===== src/design/b64e_pkg.sv =====
// Shared types, constants and the Base64 alphabet function for the stream encoder.
// No dependencies; imported by the encoder top level, front end, queue and back end.
package b64e_pkg;

  localparam int unsigned QDepthDef = 2;

  localparam logic [7:0] PadChar   = 8'h3D;
  localparam logic [7:0] PlusChar  = 8'h2B;
  localparam logic [7:0] SlashChar = 8'h2F;

  // Position inside the current 3-byte group.
  typedef enum logic [2:0] {
    PH_0 = 3'b001,
    PH_1 = 3'b010,
    PH_2 = 3'b100
  } phase_e;

  // Characters produced by one input byte, emitted from index 0 up to last_idx.
  typedef struct packed {
    logic [3:0][7:0] chars;
    logic [1:0]      last_idx;
    logic            msg_last;
  } job_t;

  function automatic logic [7:0] b64_char(input logic [5:0] v);
    logic [7:0] c;
    if (v < 6'd26) begin
      c = 8'h41 + {2'b00, v};
    end else if (v < 6'd52) begin
      c = 8'h61 + {2'b00, v - 6'd26};
    end else if (v < 6'd62) begin
      c = 8'h30 + {2'b00, v - 6'd52};
    end else if (v == 6'd62) begin
      c = PlusChar;
    end else begin
      c = SlashChar;
    end
    return c;
  endfunction

endpackage


===== src/design/b64e_if.sv =====
// Valid/ready stream interfaces for raw bytes in and Base64 characters out.
// Depends on nothing; used by the encoder top level.
interface b64e_in_if;
  logic       valid;
  logic       ready;
  logic [7:0] data_byte;
  logic       last_byte;

  modport source (output valid, output data_byte, output last_byte, input ready);
  modport sink   (input valid, input data_byte, input last_byte, output ready);
endinterface

interface b64e_out_if;
  logic       valid;
  logic       ready;
  logic [7:0] out_char;
  logic       last_char;

  modport source (output valid, output out_char, output last_char, input ready);
  modport sink   (input valid, input out_char, input last_char, output ready);
endinterface


===== src/design/base64_stream_encoder_unit.sv =====
// Base64 stream encoder (standard alphabet, '=' padded). Each input request
// carries one byte and a last-byte flag; each output request carries one ASCII
// character, with last_char set on the final '=' or character of the message.
// A byte yields one or two characters, plus a flush character and padding on
// a last byte that ends a partial group (up to four). The front end takes a
// byte every cycle while the job queue (QueueDepth entries) has room; the output
// side sends one character per cycle while out_o.ready is high, so the sustained
// input rate is set by the output port, which sends four characters for every
// three bytes. A byte passes through the queue, the job register and the output
// register before its first character is offered. No clearing pass after reset.
module base64_stream_encoder_unit
  import b64e_pkg::*;
#(
  parameter int unsigned QueueDepth = QDepthDef
) (
  input  logic        clk_i,
  input  logic        rst_ni,
  b64e_in_if.sink     in_i,
  b64e_out_if.source  out_o
);

  logic push_valid, push_ready;
  job_t push_job;
  logic pop_valid, pop_ready;
  job_t pop_job;

  b64e_front u_front (
    .clk_i        (clk_i),
    .rst_ni       (rst_ni),
    .in_valid_i   (in_i.valid),
    .in_ready_o   (in_i.ready),
    .data_byte_i  (in_i.data_byte),
    .last_byte_i  (in_i.last_byte),
    .push_valid_o (push_valid),
    .push_ready_i (push_ready),
    .push_job_o   (push_job)
  );

  b64e_queue #(
    .Depth (QueueDepth)
  ) u_queue (
    .clk_i        (clk_i),
    .rst_ni       (rst_ni),
    .push_valid_i (push_valid),
    .push_ready_o (push_ready),
    .push_job_i   (push_job),
    .pop_valid_o  (pop_valid),
    .pop_ready_i  (pop_ready),
    .pop_job_o    (pop_job)
  );

  b64e_back u_back (
    .clk_i       (clk_i),
    .rst_ni      (rst_ni),
    .pop_valid_i (pop_valid),
    .pop_ready_o (pop_ready),
    .pop_job_i   (pop_job),
    .out_valid_o (out_o.valid),
    .out_ready_i (out_o.ready),
    .out_char_o  (out_o.out_char),
    .last_char_o (out_o.last_char)
  );

endmodule


===== src/design/b64e_front.sv =====
// Front end: takes one byte per request, tracks group phase and leftover bits,
// and builds the list of characters that byte produces. Uses b64e_pkg.
module b64e_front
  import b64e_pkg::*;
(
  input  logic       clk_i,
  input  logic       rst_ni,
  input  logic       in_valid_i,
  output logic       in_ready_o,
  input  logic [7:0] data_byte_i,
  input  logic       last_byte_i,
  output logic       push_valid_o,
  input  logic       push_ready_i,
  output job_t       push_job_o
);

  phase_e     phase_q, phase_d;
  logic [3:0] left_q, left_d;
  logic       take;

  assign in_ready_o   = push_ready_i;
  assign push_valid_o = in_valid_i;
  assign take         = in_valid_i && push_ready_i;

  always_comb begin
    push_job_o          = '0;
    push_job_o.msg_last = last_byte_i;
    unique case (phase_q)
      PH_1: begin
        push_job_o.chars[0] = b64_char({left_q[1:0], data_byte_i[7:4]});
        left_d  = data_byte_i[3:0];
        phase_d = PH_2;
        if (last_byte_i) begin
          push_job_o.chars[1] = b64_char({data_byte_i[3:0], 2'b00});
          push_job_o.chars[2] = PadChar;
          push_job_o.last_idx = 2'd2;
        end
      end
      PH_2: begin
        push_job_o.chars[0] = b64_char({left_q, data_byte_i[7:6]});
        push_job_o.chars[1] = b64_char(data_byte_i[5:0]);
        push_job_o.last_idx = 2'd1;
        left_d  = 4'd0;
        phase_d = PH_0;
      end
      default: begin
        push_job_o.chars[0] = b64_char(data_byte_i[7:2]);
        left_d  = {2'b00, data_byte_i[1:0]};
        phase_d = PH_1;
        if (last_byte_i) begin
          push_job_o.chars[1] = b64_char({data_byte_i[1:0], 4'b0000});
          push_job_o.chars[2] = PadChar;
          push_job_o.chars[3] = PadChar;
          push_job_o.last_idx = 2'd3;
        end
      end
    endcase
    // end of message: next byte opens a fresh group
    if (last_byte_i) begin
      left_d  = 4'd0;
      phase_d = PH_0;
    end
  end

  always_ff @(posedge clk_i or negedge rst_ni) begin
    if (!rst_ni) begin
      phase_q <= PH_0;
      left_q  <= 4'd0;
    end else if (take) begin
      phase_q <= phase_d;
      left_q  <= left_d;
    end
  end

endmodule


===== src/design/b64e_queue.sv =====
// Short register queue of character jobs between front and back end.
// Uses b64e_pkg for the job type.
module b64e_queue
  import b64e_pkg::*;
#(
  parameter int unsigned Depth = QDepthDef
) (
  input  logic clk_i,
  input  logic rst_ni,
  input  logic push_valid_i,
  output logic push_ready_o,
  input  job_t push_job_i,
  output logic pop_valid_o,
  input  logic pop_ready_i,
  output job_t pop_job_o
);

  localparam int unsigned PtrW = (Depth > 1) ? $clog2(Depth) : 1;
  localparam int unsigned CntW = $clog2(Depth + 1);

  job_t            mem_q [Depth];
  logic [PtrW-1:0] wr_ptr_q, rd_ptr_q;
  logic [CntW-1:0] cnt_q;
  logic            push, pop;

  assign push_ready_o = (cnt_q != CntW'(Depth));
  assign pop_valid_o  = (cnt_q != '0);
  assign pop_job_o    = mem_q[rd_ptr_q];
  assign push         = push_valid_i && push_ready_o;
  assign pop          = pop_valid_o && pop_ready_i;

  always_ff @(posedge clk_i) begin
    if (push) begin
      mem_q[wr_ptr_q] <= push_job_i;
    end
  end

  always_ff @(posedge clk_i or negedge rst_ni) begin
    if (!rst_ni) begin
      wr_ptr_q <= '0;
      rd_ptr_q <= '0;
      cnt_q    <= '0;
    end else begin
      if (push) begin
        wr_ptr_q <= (wr_ptr_q == PtrW'(Depth - 1)) ? '0 : wr_ptr_q + 1'b1;
      end
      if (pop) begin
        rd_ptr_q <= (rd_ptr_q == PtrW'(Depth - 1)) ? '0 : rd_ptr_q + 1'b1;
      end
      if (push && !pop) begin
        cnt_q <= cnt_q + 1'b1;
      end else if (pop && !push) begin
        cnt_q <= cnt_q - 1'b1;
      end
    end
  end

`ifndef SYNTHESIS
  a_cnt_bound: assert property (@(posedge clk_i) disable iff (!rst_ni)
    cnt_q <= CntW'(Depth))
    else $error("queue fill count exceeds depth");
  a_ptr_gap: assert property (@(posedge clk_i) disable iff (!rst_ni)
    (cnt_q == '0 || cnt_q == CntW'(Depth)) |-> (wr_ptr_q == rd_ptr_q))
    else $error("queue pointers disagree with fill count");
`endif

endmodule


===== src/design/b64e_back.sv =====
// Back end: walks the characters of each queued job, one per cycle while the
// output is not stalled, into the output register. Uses b64e_pkg for the job type.
module b64e_back
  import b64e_pkg::*;
(
  input  logic       clk_i,
  input  logic       rst_ni,
  input  logic       pop_valid_i,
  output logic       pop_ready_o,
  input  job_t       pop_job_i,
  output logic       out_valid_o,
  input  logic       out_ready_i,
  output logic [7:0] out_char_o,
  output logic       last_char_o
);

  job_t       job_q;
  logic [1:0] idx_q;
  logic       busy_q;
  logic       out_valid_q;
  logic [7:0] char_q;
  logic       last_q;
  logic       load, emit, emit_final;

  assign load        = !out_valid_q || out_ready_i;
  assign emit        = busy_q && load;
  assign emit_final  = emit && (idx_q == job_q.last_idx);
  assign pop_ready_o = !busy_q || emit_final;

  always_ff @(posedge clk_i) begin
    if (pop_valid_i && pop_ready_o) begin
      job_q <= pop_job_i;
    end
    if (emit) begin
      char_q <= job_q.chars[idx_q];
      last_q <= job_q.msg_last && (idx_q == job_q.last_idx);
    end
  end

  always_ff @(posedge clk_i or negedge rst_ni) begin
    if (!rst_ni) begin
      busy_q      <= 1'b0;
      idx_q       <= 2'd0;
      out_valid_q <= 1'b0;
    end else begin
      if (pop_ready_o) begin
        busy_q <= pop_valid_i;
        idx_q  <= 2'd0;
      end else if (emit) begin
        idx_q <= idx_q + 2'd1;
      end
      if (load) begin
        out_valid_q <= emit;
      end
    end
  end

  assign out_valid_o = out_valid_q;
  assign out_char_o  = char_q;
  assign last_char_o = last_q;

`ifndef SYNTHESIS
  a_idx_bound: assert property (@(posedge clk_i) disable iff (!rst_ni)
    busy_q |-> (idx_q <= job_q.last_idx))
    else $error("character index beyond end of job");
  a_job_kept: assert property (@(posedge clk_i) disable iff (!rst_ni)
    (emit && !emit_final) |=> (busy_q && idx_q == $past(idx_q) + 2'd1))
    else $error("job dropped before all characters were sent");
`endif

endmodule

===== src/flat_wrapper.sv =====
// flat-port wrapper written by rule: the top's interface ports become plain ports
module base64_stream_encoder_unit_flat import b64e_pkg::*;
#(
  parameter int unsigned QueueDepth = QDepthDef
)
  (clk_i, rst_ni, in_i_valid, in_i_data_byte, in_i_last_byte, in_i_ready, out_o_valid, out_o_out_char, out_o_last_char, out_o_ready);
  b64e_in_if in_i_i ();
  b64e_out_if out_o_i ();
  input  logic clk_i;
  input  logic rst_ni;
  input wire logic [$bits(in_i_i.valid)-1:0] in_i_valid;
  input wire logic [$bits(in_i_i.data_byte)-1:0] in_i_data_byte;
  input wire logic [$bits(in_i_i.last_byte)-1:0] in_i_last_byte;
  output wire logic [$bits(in_i_i.ready)-1:0] in_i_ready;
  output wire logic [$bits(out_o_i.valid)-1:0] out_o_valid;
  output wire logic [$bits(out_o_i.out_char)-1:0] out_o_out_char;
  output wire logic [$bits(out_o_i.last_char)-1:0] out_o_last_char;
  input wire logic [$bits(out_o_i.ready)-1:0] out_o_ready;
  assign in_i_i.valid = in_i_valid;
  assign in_i_i.data_byte = in_i_data_byte;
  assign in_i_i.last_byte = in_i_last_byte;
  assign in_i_ready = in_i_i.ready;
  assign out_o_valid = out_o_i.valid;
  assign out_o_out_char = out_o_i.out_char;
  assign out_o_last_char = out_o_i.last_char;
  assign out_o_i.ready = out_o_ready;
  base64_stream_encoder_unit #(.QueueDepth(QueueDepth)) u_core (.clk_i(clk_i), .rst_ni(rst_ni), .in_i(in_i_i), .out_o(out_o_i));
endmodule

===== config.mk =====
export PLATFORM = sky130hd
export DESIGN_NAME = base64_stream_encoder_unit_flat
export DESIGN_NICKNAME = d
export VERILOG_FILES = /design/src/design/b64e_pkg.sv /design/src/design/b64e_if.sv /design/src/design/base64_stream_encoder_unit.sv /design/src/design/b64e_front.sv /design/src/design/b64e_queue.sv /design/src/design/b64e_back.sv /design/src/flat_wrapper.sv
export SDC_FILE = /design/constraint.sdc
export NUM_CORES = 1
export LEC_CHECK = 0
export BUFFER_PORTS_ARGS = -buffer_cell sky130_fd_sc_hd__buf_2
export CAP_MARGIN = 20
export CORE_MARGIN = 2
export CORE_UTILIZATION = 65
export CTS_BUF_LIST = sky130_fd_sc_hd__clkbuf_2 sky130_fd_sc_hd__clkbuf_4 sky130_fd_sc_hd__clkbuf_8
export CTS_CLUSTER_DIAMETER = 150
export DETAILED_ROUTE_END_ITERATION = 7
export HOLD_SLACK_MARGIN = 0.1
export PLACE_DENSITY = 0.82
export SYNTH_ARGS = -nofsm -noshare
export SYNTH_HDL_FRONTEND = slang
export SYNTH_SLANG_ARGS = --single-unit
export TNS_END_PERCENT = 50

===== constraint.sdc =====
create_clock -name clk_i -period 5.05 [get_ports clk_i]
set_input_delay 0.2525 -clock clk_i [delete_from_list [all_inputs] [get_ports clk_i]]
set_output_delay 0.2525 -clock clk_i [all_outputs]
set_load 0.005 [all_outputs]

==> metrics list <==
- At the worst endpoint, the required time is 5.09 ns.
- Post-CTS timing repair inserted 0 buffers for setup.
- In the post-route analysis, the smallest setup slack over all paths is 2.284 ns.
* Endpoint type of the worst setup path: flop
* Status: finished clean
- For this run, the total global-route usage over all layers was measured as 0.2763.
- Rel. slew slack: 0.4046
* Min-Delay Path Depth: 3
- Worst-margin pin slew: 0.8932 ns
- Clk buf depth: 2
- The worst setup path is launched from a flop.
- The clock drives 84 sinks.
* Syn-to-layout area delta: 6.325%
- In the final layout, the share of cells above drive strength 1 is 0.1609.
- During I/O placement, the number of pins put on the boundary was 24.
- Each instance of the synthesized netlist takes up on average 10.68 um^2.
* CP startpoint: u_core.u_front.left_q[1]
- CTS placed an instance of sky130_fd_sc_hd__clkbuf_8 at the clock tree root.
* Placed Cells: 638
- Peak clock frequency supported by timing: 0.3615 GHz
- Chip Width: 97.30 um
- Die Height: 97.30 um
- Dividing the detail-routed wire length by the instance count gives 19.60 um.
* GRT met2 Usage: 0.4658
- The share of the Yosys chip area taken by registers is 0.4328.
- TritonRoute pass-1 iters: 5
- Pre-CTS worst setup slack: 2.306 ns
- IR analysis of the VDD net gives a maximum drop of 185.4 uV.
* Gate count of the mapped netlist: 530
- Final min period: 2.766 ns
- Number of gates given a new drive strength after cts: 0
* Clock buffer count from CTS: 9
* Number of max-slew violations in the final report: 0
- The initial utilization of the core area, before any placement, comes to 0.6584.
* Synthesized net count: 585
* Clock Skews: 0.007819 ns
- Pwr dens: 476.3 mW/mm^2
- Leaving out fill and tap cells, the most frequent cell in the layout is sky130_fd_sc_hd__edfxtp_1.
- The critical path ends at u_core.u_queue.mem_q[0][5].
- Of the available clock period, the critical path in the final layout requires 0.5477.
- Most used flip-flop cell after synthesis: sky130_fd_sc_hd__edfxtp_1
- Via count of the first global-routing pass: 4155
* Aggregate routed wire length: 12840 um
- Data arrival time of the critical path: 2.81 ns
* Sum of negative setup slack: 0 ns
- Syn. warnings: 0
- In this run the most used layer during global routing was met2.
* Number of distinct library cells after synthesis: 68
* Fraction of registers with async set/reset: 0.1786
- After global routing the overflow that remains totals 0.
- # nets final: 597
* Largest driver fanout on the critical path: 9
- In this run the remaining antenna-violating nets after routing total 0.
* Leading cell types in the layout, fill and taps excluded: sky130_fd_sc_hd__edfxtp_1 (69), sky130_fd_sc_hd__ha_1 (42), sky130_fd_sc_hd__nand2_1 (36), sky130_fd_sc_hd__o21ai_0 (35), sky130_fd_sc_hd__xnor2_1 (30)
* Max cap viols: 0
- The number of antenna violations at the first check in global routing came to 0.
- Number of setup violations in the final report: 0
* Maximum number of pins on one net before global-route repair: 23
- Placeable core region: 0.008593 mm^2
- Final hold violation count: 0
* End of the worst register-to-register path: u_core.u_queue.mem_q[0][5]
- Latest clock arrival within the worst-skew pair: 0.34 ns
- The die covers 0.009466 mm^2.
- Vias per Instance: 6.360
* Global placement routability congestion: 0.9986
- Fin Hold WS: 0.2092 ns
- Met3 routing resource usage after global routing: 0.04460
- In the global route stage, met1 resource usage came out at 0.3602.
- Yosys reg bits: 84
* Total leakage power: 0.002268 uW
- Starting DRC count in detailed routing: 335
* Type of the worst setup path: reg -> reg
- Number of enable flip-flop cells after synthesis: 69
- HPWL Detailed: 9311 um
* Final cell count without fillers: 655
- Fill cell count: 643
* Global-route wire length before repair: 20800 um
- After clock tree synthesis, the clock-pin slew on the worst setup and hold paths is 0.08 ns.
* Cell Rows: 34
* Total number of H-tree levels: 3
- Unrepaired setup endpoints after global routing: no
- For this run, design rule violations remaining after detail routing come to 0.
- The number of cells on the worst reg-to-reg path is 7.
* TritonCTS clock tree: done
* Reg2Reg Setup Slack: 2.28 ns
- The tightest min-delay check is of the in -> reg type.
* Startpoint of the most critical register-to-register path: u_core.u_front.left_q[1]
- The number of antenna diodes in the final layout is 0.
* Total standard cell area after synthesis: 0.005658 mm^2
- Port buffering added 23 buffers.
- Summing internal, switching and leakage power gives 2866 uW.
- The routed layout has 4166 vias.
[repair_timing]
| action | in CTS | in global routing |
|---|---|---|
| endpoints found under the hold margin | 14 | 0 |
| setup endpoints to repair | 0 | 0 |
| hold buffers | 1 | 0 |
[metrics by stage]
step	utilization	cell area, um^2
floorplan	-	5658
global placement	0.6749	5799
detailed placement	0.6749	5799
CTS	0.7001	6016
global route	0.7001	6016
finish	0.7001	6016
[flip-flops by register name, summed over array words and instances, names as in the netlist]
signal and cells:
u_core.u_back.out_char_o 8, u_core.u_front.phase_q 3, u_core.u_back.job_q 20, u_core.u_front.left_q 4
u_core.u_back.idx_q 2, u_core.u_back.out_valid_o 1, u_core.u_queue.cnt_q 2, u_core.u_queue.mem_q 40
u_core.u_back.last_char_o 1, u_core.u_back.busy_q 1, u_core.u_queue.wr_ptr_q 1, u_core.u_queue.rd_ptr_q 1
[worst max-delay path, cell delays in order, from the launching register on]
cell and delay, ns:
sky130_fd_sc_hd__dfrtp_1 0.57, sky130_fd_sc_hd__clkinv_1 0.38, sky130_fd_sc_hd__ha_1 0.33, sky130_fd_sc_hd__and3b_1 0.33, sky130_fd_sc_hd__nor3_1 0.10, sky130_fd_sc_hd__a311oi_1 0.36
sky130_fd_sc_hd__o32a_1 0.21, sky130_fd_sc_hd__o221ai_1 0.17
[cells by family (layout without fill, tap and decap cells)]
family,Yosys count,in the layout,synth area share
compound gates,137,137,0.1705
mux,28,28,0.05440
fa+ha+maj,42,42,0.09288
simple gates,140,140,0.1238
xor+xnor,55,55,0.08912
flops,84,84,0.4328
buf+inv,44,61,0.03649
[worst min path at each step]
stage                           start                   endpoint  slack [ns]
after floorplan                rst_ni       u_core.u_back.busy_q       -0.04
after global placement         rst_ni  u_core.u_front.phase_q[2]        0.19
after detailed placement       rst_ni  u_core.u_front.phase_q[2]        0.19
after CTS                 out_o_ready  u_core.u_back.out_valid_o        0.20
after global routing      out_o_ready  u_core.u_back.out_valid_o        0.25
final                     out_o_ready  u_core.u_back.out_valid_o        0.21
[synthesized netlist by cell type (2+ instances only)]
library cell / number / area [um^2]
sky130_fd_sc_hd__and3b_1: 2 / 17.52
sky130_fd_sc_hd__nand3b_1: 3 / 22.52
sky130_fd_sc_hd__o211ai_1: 13 / 97.59
sky130_fd_sc_hd__dfrtp_1: 14 / 350.3
sky130_fd_sc_hd__a221oi_1: 3 / 26.28
sky130_fd_sc_hd__ha_1: 42 / 525.5
sky130_fd_sc_hd__buf_2: 12 / 60.06
sky130_fd_sc_hd__inv_2: 2 / 7.510
sky130_fd_sc_hd__nor3_1: 6 / 30.03
sky130_fd_sc_hd__nand3_1: 22 / 110.1
sky130_fd_sc_hd__clkbuf_1: 9 / 33.78
sky130_fd_sc_hd__a31oi_1: 5 / 31.28
sky130_fd_sc_hd__and3_1: 3 / 18.77
sky130_fd_sc_hd__xnor2_1: 30 / 262.8
sky130_fd_sc_hd__a21oi_4: 2 / 32.53
sky130_fd_sc_hd__a211o_1: 3 / 26.28
sky130_fd_sc_hd__buf_4: 5 / 37.54
sky130_fd_sc_hd__inv_1: 12 / 45.04
sky130_fd_sc_hd__a311oi_1: 6 / 52.55
sky130_fd_sc_hd__clkinv_1: 3 / 11.26
sky130_fd_sc_hd__o21ai_1: 2 / 10.01
sky130_fd_sc_hd__a21oi_1: 22 / 110.1
sky130_fd_sc_hd__a211oi_1: 3 / 22.52
sky130_fd_sc_hd__o221ai_1: 6 / 52.55
sky130_fd_sc_hd__nand2b_1: 11 / 68.82
sky130_fd_sc_hd__o221a_2: 2 / 22.52
sky130_fd_sc_hd__a32oi_1: 2 / 17.52
sky130_fd_sc_hd__or3_1: 4 / 25.02
sky130_fd_sc_hd__o22ai_1: 5 / 31.28
sky130_fd_sc_hd__a21o_1: 4 / 30.03
sky130_fd_sc_hd__nor2_1: 29 / 108.9
sky130_fd_sc_hd__nand2_1: 36 / 135.1
sky130_fd_sc_hd__mux2_2: 22 / 247.7
sky130_fd_sc_hd__o21ai_0: 35 / 175.2
sky130_fd_sc_hd__nor2b_1: 11 / 68.82
sky130_fd_sc_hd__xor2_1: 22 / 192.7
sky130_fd_sc_hd__a21oi_2: 3 / 26.28
sky130_fd_sc_hd__mux2i_1: 6 / 60.06
sky130_fd_sc_hd__and2_1: 5 / 31.28
sky130_fd_sc_hd__o31ai_1: 4 / 30.03
sky130_fd_sc_hd__or2_2: 2 / 12.51
sky130_fd_sc_hd__edfxtp_1: 69 / 2072
sky130_fd_sc_hd__xnor2_2: 3 / 48.80
[cell type report]
type	instances	area, um^2	area share
Clock buffer	12	158.9	0.02641
Clock inverter	4	47.55	0.007903
Inverter	17	63.81	0.01061
Multi-Input combinational cell	402	3007	0.4998
Sequential cell	84	2449	0.4070
Tap cell	108	135.1	0.02246
Timing Repair Buffer	28	155.1	0.02579
[power by group]
group / internal (uW) / switching (uW)
Sequential: 1110 / 187
Combinational: 454 / 641
Clock: 259 / 219
Total: 1820 / 1050
[routing by layer]
| metal | share of wire | wire, um | vias to the layer above |
|---|---|---|---|
| li1 | - | - | 1972 |
| met1 | 0.42 | 5424 | 1979 |
| met2 | 0.49 | 6324 | 183 |
| met3 | 0.060 | 767 | 32 |
| met4 | 0.025 | 324 | 0 |
| met5 | 0 | 0 | - |
Note: power is estimated with default switching activity, not from simulation.
